--- src/rtl/bump_arena_allocator_top_macros.svh ---
// Assertion macros for the bump arena allocator.
// Both macros sample on clk_i and hold off while rst_ni is low.
`ifndef BUMP_ARENA_ALLOCATOR_TOP_MACROS_SVH
`define BUMP_ARENA_ALLOCATOR_TOP_MACROS_SVH

// Consequent must hold in the same cycle as the antecedent.
`define BAA_ASSERT_SAME(label, ante, cons, msg) \
  label: assert property (@(posedge clk_i) disable iff (!rst_ni) (ante) |-> (cons)) \
    else $error(msg);

// Consequent must hold in the cycle after the antecedent.
`define BAA_ASSERT_NEXT(label, ante, cons, msg) \
  label: assert property (@(posedge clk_i) disable iff (!rst_ni) (ante) |=> (cons)) \
    else $error(msg);

`endif

--- src/rtl/baa_pkg.sv ---
// ----------------------------------------------------------------------------
// baa_pkg
// Types and constants shared by the bump arena allocator modules.
// ----------------------------------------------------------------------------
`default_nettype none

package baa_pkg;

  localparam logic [31:0] ALIGN_LIMIT = 32'hFFFF_FFF8;
  localparam logic [31:0] SUM_MAX     = 32'hFFFF_FFFF;

  typedef enum logic [1:0] {
    CMD_ALLOC   = 2'd0,
    CMD_FREE    = 2'd1,
    CMD_REALLOC = 2'd2,
    CMD_RESET   = 2'd3
  } cmd_e;

  typedef enum logic [2:0] {
    ST_OK            = 3'd0,
    ST_NOT_RECLAIMED = 3'd1,
    ST_OOM           = 3'd2,
    ST_OVERFLOW      = 3'd3,
    ST_BAD_PARAM     = 3'd4,
    ST_BAD_STATE     = 3'd5
  } status_e;

  typedef enum logic [2:0] {
    S_IDLE,
    S_ALIGN,
    S_TEST,
    S_EXEC,
    S_RESP
  } state_e;

  typedef struct packed {
    cmd_e        cmd;
    logic [31:0] buffer_offset;
    logic        buffer_present;
    logic [31:0] held_size;
    logic [31:0] want_size;
  } req_t;

  typedef struct packed {
    status_e     status;
    logic [31:0] result_offset;
    logic        result_present;
    logic [31:0] bytes_in_use;
    logic [31:0] shortfall_total;
  } rsp_t;

  // Step enables from the controller to the datapath.
  typedef struct packed {
    logic load;
    logic align;
    logic test;
    logic exec;
  } ctrl_t;

endpackage

`default_nettype wire

--- src/rtl/baa_ctrl.sv ---
// ----------------------------------------------------------------------------
// baa_ctrl
// Command sequencer: walks each accepted item through align, test and
// execute steps, then strobes the result for one cycle.
// ----------------------------------------------------------------------------
`default_nettype none

module baa_ctrl (
  input  wire logic           clk_i,
  input  wire logic           rst_ni,
  input  wire logic           start,
  output baa_pkg::ctrl_t      ctrl_o,
  output logic                busy,
  output logic                done_o
);

  baa_pkg::state_e state_q, state_d;

  always_ff @(posedge clk_i or negedge rst_ni) begin
    if (!rst_ni) begin
      state_q <= baa_pkg::S_IDLE;
    end else begin
      state_q <= state_d;
    end
  end

  always_comb begin
    state_d = state_q;
    unique case (state_q)
      baa_pkg::S_IDLE:  if (start) state_d = baa_pkg::S_ALIGN;
      baa_pkg::S_ALIGN: state_d = baa_pkg::S_TEST;
      baa_pkg::S_TEST:  state_d = baa_pkg::S_EXEC;
      baa_pkg::S_EXEC:  state_d = baa_pkg::S_RESP;
      baa_pkg::S_RESP:  state_d = baa_pkg::S_IDLE;
      default:          state_d = baa_pkg::S_IDLE;
    endcase
  end

  always_comb begin
    ctrl_o = '0;
    busy   = 1'b1;
    done_o = 1'b0;
    unique case (state_q)
      baa_pkg::S_IDLE: begin
        busy        = 1'b0;
        ctrl_o.load = start;
      end
      baa_pkg::S_ALIGN: ctrl_o.align = 1'b1;
      baa_pkg::S_TEST:  ctrl_o.test  = 1'b1;
      baa_pkg::S_EXEC:  ctrl_o.exec  = 1'b1;
      baa_pkg::S_RESP:  done_o       = 1'b1;
      default:          busy         = 1'b0;
    endcase
  end

endmodule

`default_nettype wire

--- src/rtl/baa_datapath.sv ---
// ----------------------------------------------------------------------------
// baa_datapath
// Holds the capacity, bump index and shortfall total, and computes one
// command over three registered steps.
// ----------------------------------------------------------------------------
`default_nettype none

module baa_datapath (
  input  wire logic           clk_i,
  input  wire logic           rst_ni,
  input  wire baa_pkg::ctrl_t ctrl_i,
  input  wire baa_pkg::req_t  req_i,
  input  wire logic           cfg_we_i,
  input  wire logic [31:0]    cfg_data_i,
  output baa_pkg::rsp_t       rsp_o
);

  baa_pkg::req_t req_q;
  baa_pkg::rsp_t rsp_q, rsp_d;
  logic [31:0]   cap_q;
  logic [31:0]   idx_q, idx_d;
  logic [31:0]   sum_q, sum_d;

  // align step
  logic [31:0] na_q, oa_q, room_q;
  logic        nov_q, oov_q;
  // test step
  logic        tail_q, lt_q, same_q;
  logic [31:0] grow_q, shrink_q;

  logic [31:0] cap_al;
  logic [32:0] tail_sum;
  logic [31:0] need, dec_amt, inc_val, dec_val, sat_sum;
  logic [32:0] sum_wide;
  logic        short, cap0, is_free;

  assign cap_al = {cap_q[31:3], 3'b000};
  assign cap0   = (cap_q == '0);

  always_ff @(posedge clk_i or negedge rst_ni) begin
    if (!rst_ni) begin
      cap_q <= '0;
      idx_q <= '0;
      sum_q <= '0;
    end else begin
      if (cfg_we_i) cap_q <= cfg_data_i;
      if (ctrl_i.exec) begin
        idx_q <= idx_d;
        sum_q <= sum_d;
      end
    end
  end

  always_ff @(posedge clk_i) begin
    if (ctrl_i.load) req_q <= req_i;
    if (ctrl_i.align) begin
      nov_q  <= req_q.want_size > baa_pkg::ALIGN_LIMIT;
      oov_q  <= req_q.held_size > baa_pkg::ALIGN_LIMIT;
      na_q   <= (req_q.want_size + 32'd7) & ~32'd7;
      oa_q   <= (req_q.held_size + 32'd7) & ~32'd7;
      room_q <= (cap_al > idx_q) ? cap_al - idx_q : '0;
      same_q <= req_q.held_size == req_q.want_size;
    end
    if (ctrl_i.test) begin
      tail_q   <= req_q.buffer_present && (oa_q != '0) && (tail_sum == {1'b0, idx_q});
      lt_q     <= na_q < oa_q;
      grow_q   <= na_q - oa_q;
      shrink_q <= oa_q - na_q;
    end
    if (ctrl_i.exec) rsp_q <= rsp_d;
  end

  assign tail_sum = {1'b0, req_q.buffer_offset} + {1'b0, oa_q};

  // Growth of a tail block needs only the extra bytes; everything else needs na.
  assign need     = (req_q.cmd == baa_pkg::CMD_REALLOC && tail_q) ? grow_q : na_q;
  assign short    = room_q < need;
  assign sum_wide = {1'b0, sum_q} + {1'b0, need};
  assign sat_sum  = sum_wide[32] ? baa_pkg::SUM_MAX : sum_wide[31:0];
  assign inc_val  = idx_q + need;
  assign is_free  = (req_q.cmd == baa_pkg::CMD_FREE) || (na_q == '0);
  assign dec_amt  = is_free ? oa_q : shrink_q;
  assign dec_val  = idx_q - dec_amt;

  always_comb begin
    rsp_d                = '0;
    idx_d                = idx_q;
    sum_d                = sum_q;
    rsp_d.status         = baa_pkg::ST_OK;
    unique case (req_q.cmd)
      baa_pkg::CMD_ALLOC: begin
        priority if (req_q.want_size == '0) begin
          rsp_d.status = baa_pkg::ST_BAD_PARAM;
        end else if (cap0) begin
          rsp_d.status = baa_pkg::ST_BAD_STATE;
        end else if (nov_q) begin
          rsp_d.status = baa_pkg::ST_OVERFLOW;
        end else if (short) begin
          rsp_d.status = baa_pkg::ST_OOM;
          sum_d        = sat_sum;
        end else begin
          rsp_d.result_offset  = idx_q;
          rsp_d.result_present = 1'b1;
          idx_d                = inc_val;
        end
      end
      baa_pkg::CMD_FREE: begin
        priority if (cap0) begin
          rsp_d.status = baa_pkg::ST_BAD_STATE;
        end else if (oov_q) begin
          rsp_d.status = baa_pkg::ST_OVERFLOW;
        end else if (tail_q) begin
          idx_d = dec_val;
        end else begin
          rsp_d.status = baa_pkg::ST_NOT_RECLAIMED;
        end
      end
      baa_pkg::CMD_REALLOC: begin
        rsp_d.result_present = req_q.buffer_present;
        rsp_d.result_offset  = req_q.buffer_present ? req_q.buffer_offset : '0;
        priority if (nov_q || oov_q) begin
          rsp_d.status = baa_pkg::ST_OVERFLOW;
        end else if (na_q == '0) begin
          // zero new size: behave as free of the old block
          priority if (cap0) begin
            rsp_d.status = baa_pkg::ST_BAD_STATE;
          end else if (tail_q) begin
            idx_d                = dec_val;
            rsp_d.result_present = 1'b0;
            rsp_d.result_offset  = '0;
          end else begin
            rsp_d.status = baa_pkg::ST_NOT_RECLAIMED;
          end
        end else if (req_q.buffer_present && same_q) begin
          rsp_d.status = baa_pkg::ST_OK;
        end else if (cap0) begin
          rsp_d.status = baa_pkg::ST_BAD_STATE;
        end else if (tail_q) begin
          priority if (lt_q) begin
            idx_d = dec_val;
          end else if (short) begin
            rsp_d.status = baa_pkg::ST_OOM;
            sum_d        = sat_sum;
          end else begin
            idx_d = inc_val;
          end
        end else if (!lt_q && (na_q != oa_q)) begin
          // buried block grows: hand out a fresh block
          if (short) begin
            rsp_d.status = baa_pkg::ST_OOM;
            sum_d        = sat_sum;
          end else begin
            rsp_d.status         = baa_pkg::ST_NOT_RECLAIMED;
            rsp_d.result_present = 1'b1;
            rsp_d.result_offset  = idx_q;
            idx_d                = inc_val;
          end
        end else begin
          rsp_d.status = baa_pkg::ST_NOT_RECLAIMED;
        end
      end
      baa_pkg::CMD_RESET: idx_d = '0;
      default:            idx_d = idx_q;
    endcase
    rsp_d.bytes_in_use    = idx_d;
    rsp_d.shortfall_total = sum_d;
  end

  assign rsp_o = rsp_q;

endmodule

`default_nettype wire

--- src/rtl/bump_arena_allocator_top.sv ---
// ----------------------------------------------------------------------------
// bump_arena_allocator_top
// Bump-pointer arena allocator: alloc, free, realloc and arena reset commands
// over byte offsets, sizes rounded up to multiples of 8.
// ----------------------------------------------------------------------------
// A command is taken when start is high and busy is low. Each command goes
// through three datapath steps (size rounding and free room, tail test, update
// of index and shortfall total), then done_o strobes the result on rsp_o for
// exactly one cycle, and the block is free again in the cycle after. The
// receiver cannot stall; capture rsp_o whenever done_o is high. Write
// arena_capacity through cfg_valid_i/cfg_ready_o while busy is low.
`default_nettype none

module bump_arena_allocator_top (
  input  wire logic          clk_i,
  input  wire logic          rst_ni,
  input  wire logic          start,
  output logic               busy,
  input  wire baa_pkg::req_t req_i,
  output logic               done_o,
  output baa_pkg::rsp_t      rsp_o,
  input  wire logic          cfg_valid_i,
  output logic               cfg_ready_o,
  input  wire logic [31:0]   cfg_data_i
);

`include "bump_arena_allocator_top_macros.svh"

  baa_pkg::ctrl_t ctrl;

  assign cfg_ready_o = !busy;

  baa_ctrl u_ctrl (
    .clk_i  (clk_i),
    .rst_ni (rst_ni),
    .start  (start),
    .ctrl_o (ctrl),
    .busy   (busy),
    .done_o (done_o)
  );

  baa_datapath u_dp (
    .clk_i      (clk_i),
    .rst_ni     (rst_ni),
    .ctrl_i     (ctrl),
    .req_i      (req_i),
    .cfg_we_i   (cfg_valid_i && cfg_ready_o),
    .cfg_data_i (cfg_data_i),
    .rsp_o      (rsp_o)
  );

  `BAA_ASSERT_SAME(a_done_busy, done_o, busy, "result strobe outside a command")
  `BAA_ASSERT_NEXT(a_accept_busy, start && !busy, busy && !done_o, "accepted command not started")
  `BAA_ASSERT_NEXT(a_done_single, done_o, !done_o && !busy, "result strobe longer than a cycle")
  `BAA_ASSERT_NEXT(a_busy_hold, busy && !done_o, busy, "command dropped before its result")
  `BAA_ASSERT_SAME(a_status_range, done_o, rsp_o.status <= baa_pkg::ST_BAD_STATE, "bad status code")

endmodule

`default_nettype wire
--- config.mk ---
export PLATFORM = sky130hd
export DESIGN_NAME = bump_arena_allocator_top
export DESIGN_NICKNAME = d
export VERILOG_FILES = /design/src/rtl/baa_pkg.sv /design/src/rtl/baa_ctrl.sv /design/src/rtl/baa_datapath.sv /design/src/rtl/bump_arena_allocator_top.sv
export VERILOG_INCLUDE_DIRS = /design/src /design/src/rtl
export SDC_FILE = /design/constraint.sdc
export NUM_CORES = 2
export LEC_CHECK = 0
export ABC_AREA = 1
export BUFFER_PORTS_ARGS = -buffer_cell sky130_fd_sc_hd__buf_2
export CAP_MARGIN = 20
export CORE_ASPECT_RATIO = 0.75
export CORE_MARGIN = 5
export CORE_UTILIZATION = 50
export CTS_BUF_LIST = sky130_fd_sc_hd__clkbuf_4
export DETAILED_ROUTE_END_ITERATION = 7
export PLACE_DENSITY = 0.75
export SYNTH_ARGS = -nofsm -noshare
export SYNTH_HDL_FRONTEND = slang
export SYNTH_SLANG_ARGS = --single-unit
export TNS_END_PERCENT = 5
--- constraint.sdc ---
create_clock -name clk_i -period 8.9 [get_ports clk_i]
set_input_delay 1.78 -clock clk_i [delete_from_list [all_inputs] [get_ports clk_i]]
set_output_delay 1.78 -clock clk_i [all_outputs]
set_load 0.01 [all_outputs]
==> results.txt <==
----------------------------------------------------
[Synthesis]
  Netlist cell types ... 66
  Mapped cell area ... 32700 um^2
  Sequential-to-total area share from yosys stat ... 39.5%
  Most used DFF post-synth ... sky130_fd_sc_hd__edfxtp_1
  Number of enable flip-flop cells after synthesis ... 348
  Avg Synthesized Cell Area ... 8.05 um^2
  Instance count of the mapped netlist ... 4069
  Async set-or-reset flop fraction in the synthesized netlist ... 22.1%
  Library cell with the largest summed area after synthesis ... sky130_fd_sc_hd__edfxtp_1
  Synthesis Warnings ... 0
  Total nets after synthesis ... 4438
  Area share of the largest cell type after synthesis ... 31.9%
  FF+latch count, synth ... 447
  Cells taking the most area after synthesis ... sky130_fd_sc_hd__edfxtp_1 32%, sky130_fd_sc_hd__nand2_1 10%, sky130_fd_sc_hd__ha_1 8.7%, sky130_fd_sc_hd__dfrtp_1 7.6%, sky130_fd_sc_hd__a21oi_1 5.8%

[Placement]
  Half-perimeter wire length after placement ... 105000 um
  Weighted congestion reported at the end of routability-driven placement ... 1.10
  Input/output buffers ... 237
  Post-placement setup slack ... 2950 ps

[Clock tree]
  Worst-path clk slew ... 70 ps
  CTS H-tree lvls ... 3
  Clock Root Buffer ... sky130_fd_sc_hd__clkbuf_4
  Number of setup buffers added after CTS ... 0
  CTS tree ... done
  Number of buffers between clock root and the deepest sink ... 3
  Clock latency on the worst-skew pair ... 1010 ps
  CTS Buf Count ... 112
  CTS Sinks ... 447
  Post_cts resized ... 0
  Hold Buf Count CTS ... 0

[Detailed routing]
  Final routed wirelength across all metal layers ... 133000 um
  1st-pass router iterations ... 8
  Total vias in the final route ... 32100
  Wirelength per Cell ... 25.0 um
  Antenna violation net count after detailed routing ... 0
  Vias per cell ... 6.03
  Initial DRC Count ... 4966
  Number of remaining DRC errors ... 9

[Floorplan]
  Horizontal extent of the die ... 305 um
  Core Area ... 65100 um^2
  Site Rows ... 81
  Die height ... 232 um
  Initial Utilization ... 50.3%
  Die Footprint ... 70700 um^2
  Boundary Pins ... 238

[Global route]
  Met2 Usage GRT ... 46.7%
  Number of global-route vias before repair ... 29000
  Overall overflow remaining after global route ... 0
  Number of antenna violations at the first check in global routing ... 5
  GR met3 Demand/Resource ... 15.7%
  Global Route met1 Usage ... 53.4%
  Total track usage ... 36.1%
  Largest net degree at the start of global routing ... 193
  First-pass GRT wire length ... 191000 um
  Global routing's busiest layer ... met1

[Critical path]
  RR Endpoint ... u_dp.rsp_o[84]$_DFFE_PP_
  Path type of the worst setup path ... reg2reg
  CP Data Arrival Time ... 6730 ps
  Reg-to-reg slack, setup ... 2850 ps
  Critical R2R Launch ... u_dp.req_q[97]$_DFFE_PP_
  Path depth of the worst reg2reg path ... 19
  Crit. End Element ... flop
  CP startpoint kind ... flop
  Endpoint required time on the critical path ... 9580 ps
  Critical path peak fanout ... 57

[Min path]
  Endpoint of the worst hold-timing path ... u_dp.sum_q[2]$_DFFE_PN0P_
  Hold Path Depth ... 2
  Worst Min Path Start ... u_dp.sum_q[2]$_DFFE_PN0P_
  HP Class ... reg2reg

[Timing]
  Total count of max-transition violations in the final report ... 0
  Final setup skew ... 122 ps
  Setup TNS after final layout ... 0 ps
  Normalized max-slew margin ... 17.1%
  Finish-stage setup viols ... 0
  Post-route clock period utilization ... 68.0%
  Maximum frequency from static timing analysis ... 0.165 GHz
  Min Tclk post-route ... 6050 ps
  Number of failing hold endpoints at the final stage ... 0
  RSZ-0062 raised after global routing ... false
  Setup slack of the critical path after layout ... 2850 ps
  Actual slew at the worst max-slew pin ... 1210 ps

[Layout]
  Highest-count cells in the layout ignoring fill and taps ... 881 x sky130_fd_sc_hd__nand2_1, 494 x sky130_fd_sc_hd__inv_1, 378 x sky130_fd_sc_hd__a21oi_1, 348 x sky130_fd_sc_hd__edfxtp_1, 315 x sky130_fd_sc_hd__nor2_1
  Area of combinational cells with multiple inputs ... 17400 um^2
  Relative area change from synthesis to final layout ... 11.7%
  Layout fillers ... 6120
  Layout cell share with drive strength beyond 1 ... 13.1%
  Area used by sequential logic in the layout ... 12900 um^2
  Commonest non-fill, non-tap cell in the layout ... sky130_fd_sc_hd__nand2_1
  Net total in the final layout ... 4722

[Power]
  Power density over the cells ... 445 nW/um^2
  Peak ir drop on the vdd network ... 0.237 mV
  Leakage power of the design ... 16.6 nW

[Outcome]
  Failing checks ... DRC
  Result of the run ... finished, violations left

[Flow run]
  Max-cap violations ... 0

----------------------------------------------------
[flip-flops by register name, summed over array words and instances (netlist names)]
register        cells
u_dp.grow_q        28
u_dp.oa_q          29
u_dp.sum_q         32
u_dp.same_q         1
u_dp.shrink_q      29
u_dp.nov_q          1
u_dp.cap_q         32
u_dp.idx_q         32
u_dp.req_q         99
u_dp.lt_q           1
u_dp.room_q        29
u_dp.tail_q         1
u_dp.oov_q          1
u_ctrl.state_q      3
u_dp.na_q          29
u_dp.rsp_o        100
[stage by stage]
stage	total power, W	util, %	instance area [um^2]	std cells	hold slack (ps)
6_report	0.0163	56.2	36600	5325	458
5_1_grt	0.0171	56.2	36600	5321	501
2_1_floorplan	0.0103	-	32700	4069	422
3_5_place_dp	0.0137	53.6	34900	5107	438
3_3_place_gp	0.0137	53.6	34900	5104	433
4_1_cts	0.0157	56.0	36500	5315	458
[cells by family after synthesis]
family          Yosys count  synth area share (%)
simple gates           1547                  20.1
compound gates          954                  16.6
buf+inv                 625                  7.42
flops                   447                  39.5
fa+ha+maj               234                  9.08
xor+xnor                230                  6.15
mux                      32                  1.10
[critical path, stage by stage, from the launching register on]
cell and delay, ps:
sky130_fd_sc_hd__edfxtp_1 570, sky130_fd_sc_hd__nor2_2 200, sky130_fd_sc_hd__nand2_1 70, sky130_fd_sc_hd__buf_4 300, sky130_fd_sc_hd__o21ai_0 920, sky130_fd_sc_hd__inv_1 120
sky130_fd_sc_hd__ha_1 350, sky130_fd_sc_hd__nand2_1 60, sky130_fd_sc_hd__inv_1 70, sky130_fd_sc_hd__nand4_1 130, sky130_fd_sc_hd__nor4_1 400, sky130_fd_sc_hd__nand2_2 140
sky130_fd_sc_hd__nand2_2 350, sky130_fd_sc_hd__buf_4 430, sky130_fd_sc_hd__nand2_2 280, sky130_fd_sc_hd__nor2_1 230, sky130_fd_sc_hd__nand2_1 210, sky130_fd_sc_hd__a211oi_4 250
sky130_fd_sc_hd__buf_4 400, sky130_fd_sc_hd__o22ai_1 180
[synth_stat cells (12+ instances only)]
cell type                  number
sky130_fd_sc_hd__a31oi_1       14
sky130_fd_sc_hd__nor2_1       316
sky130_fd_sc_hd__nor4_1        29
sky130_fd_sc_hd__nand3_1      159
sky130_fd_sc_hd__o21ai_1       21
sky130_fd_sc_hd__nand4_1       46
sky130_fd_sc_hd__dfrtp_1       99
sky130_fd_sc_hd__nor3_1        51
sky130_fd_sc_hd__edfxtp_1     348
sky130_fd_sc_hd__xor2_1       140
sky130_fd_sc_hd__mux2_2        32
sky130_fd_sc_hd__a21o_1        26
sky130_fd_sc_hd__nand2_1      881
sky130_fd_sc_hd__o21ai_0      314
sky130_fd_sc_hd__o21ai_2       16
sky130_fd_sc_hd__nand3b_1      12
sky130_fd_sc_hd__o22ai_1       38
sky130_fd_sc_hd__xnor2_1       90
sky130_fd_sc_hd__ha_1         228
sky130_fd_sc_hd__o211ai_1      38
sky130_fd_sc_hd__a21oi_1      378
sky130_fd_sc_hd__buf_2         24
sky130_fd_sc_hd__clkbuf_1      57
sky130_fd_sc_hd__clkbuf_2      24
sky130_fd_sc_hd__inv_1        494
sky130_fd_sc_hd__o21a_1        24
[report_power, final]
part	switching [W]	internal, W	total (W)
Clock	0.000942	0.00102	0.00196
Combinational	0.00705	0.00304	0.0101
Sequential	0.000824	0.00340	0.00423
[worst max-delay path by stage]
| stage | start | to | slack (ps) | cells after the start |
|---|---|---|---|---|
| 3_3_place_gp | u_dp.req_q[97]$_DFFE_PP_ | u_dp.rsp_o[67]$_DFFE_PP_ | 2940 | 21 |
| 3_5_place_dp | u_dp.req_q[97]$_DFFE_PP_ | u_dp.rsp_o[67]$_DFFE_PP_ | 2950 | 21 |
| 4_1_cts | u_dp.tail_q$_DFFE_PN_ | u_dp.rsp_o[84]$_DFFE_PP_ | 2910 | 21 |
| 2_1_floorplan | u_ctrl.state_q[1]$_DFFE_PN0P_ | busy | 2500 | 4 |
| 5_1_grt | u_dp.req_q[97]$_DFFE_PP_ | u_dp.sum_q[6]$_DFFE_PN0P_ | 2710 | 20 |
| 6_report | u_dp.req_q[97]$_DFFE_PP_ | u_dp.rsp_o[84]$_DFFE_PP_ | 2850 | 19 |
[area by class of cell]
| type | instances | area share, % |
|---|---|---|
| Timing Repair Buffer | 285 | 4.44 |
| Multi-Input combinational cell | 2997 | 47.6 |
| Sequential cell | 447 | 35.4 |
| Antenna cell | 7 | 0.0479 |
| Inverter | 510 | 5.24 |
| Tap cell | 871 | 2.98 |
| Clock buffer | 163 | 3.35 |
| Clock inverter | 45 | 0.948 |
[routing by layer]
layer  share of wire, %  up-vias
met5              0.017        -
met2                 37     2375
met3                 17      303
li1                   -    14500
met1                 42    14900
met4                3.5        4
No activity file was read; power rests on OpenSTA's default activity.
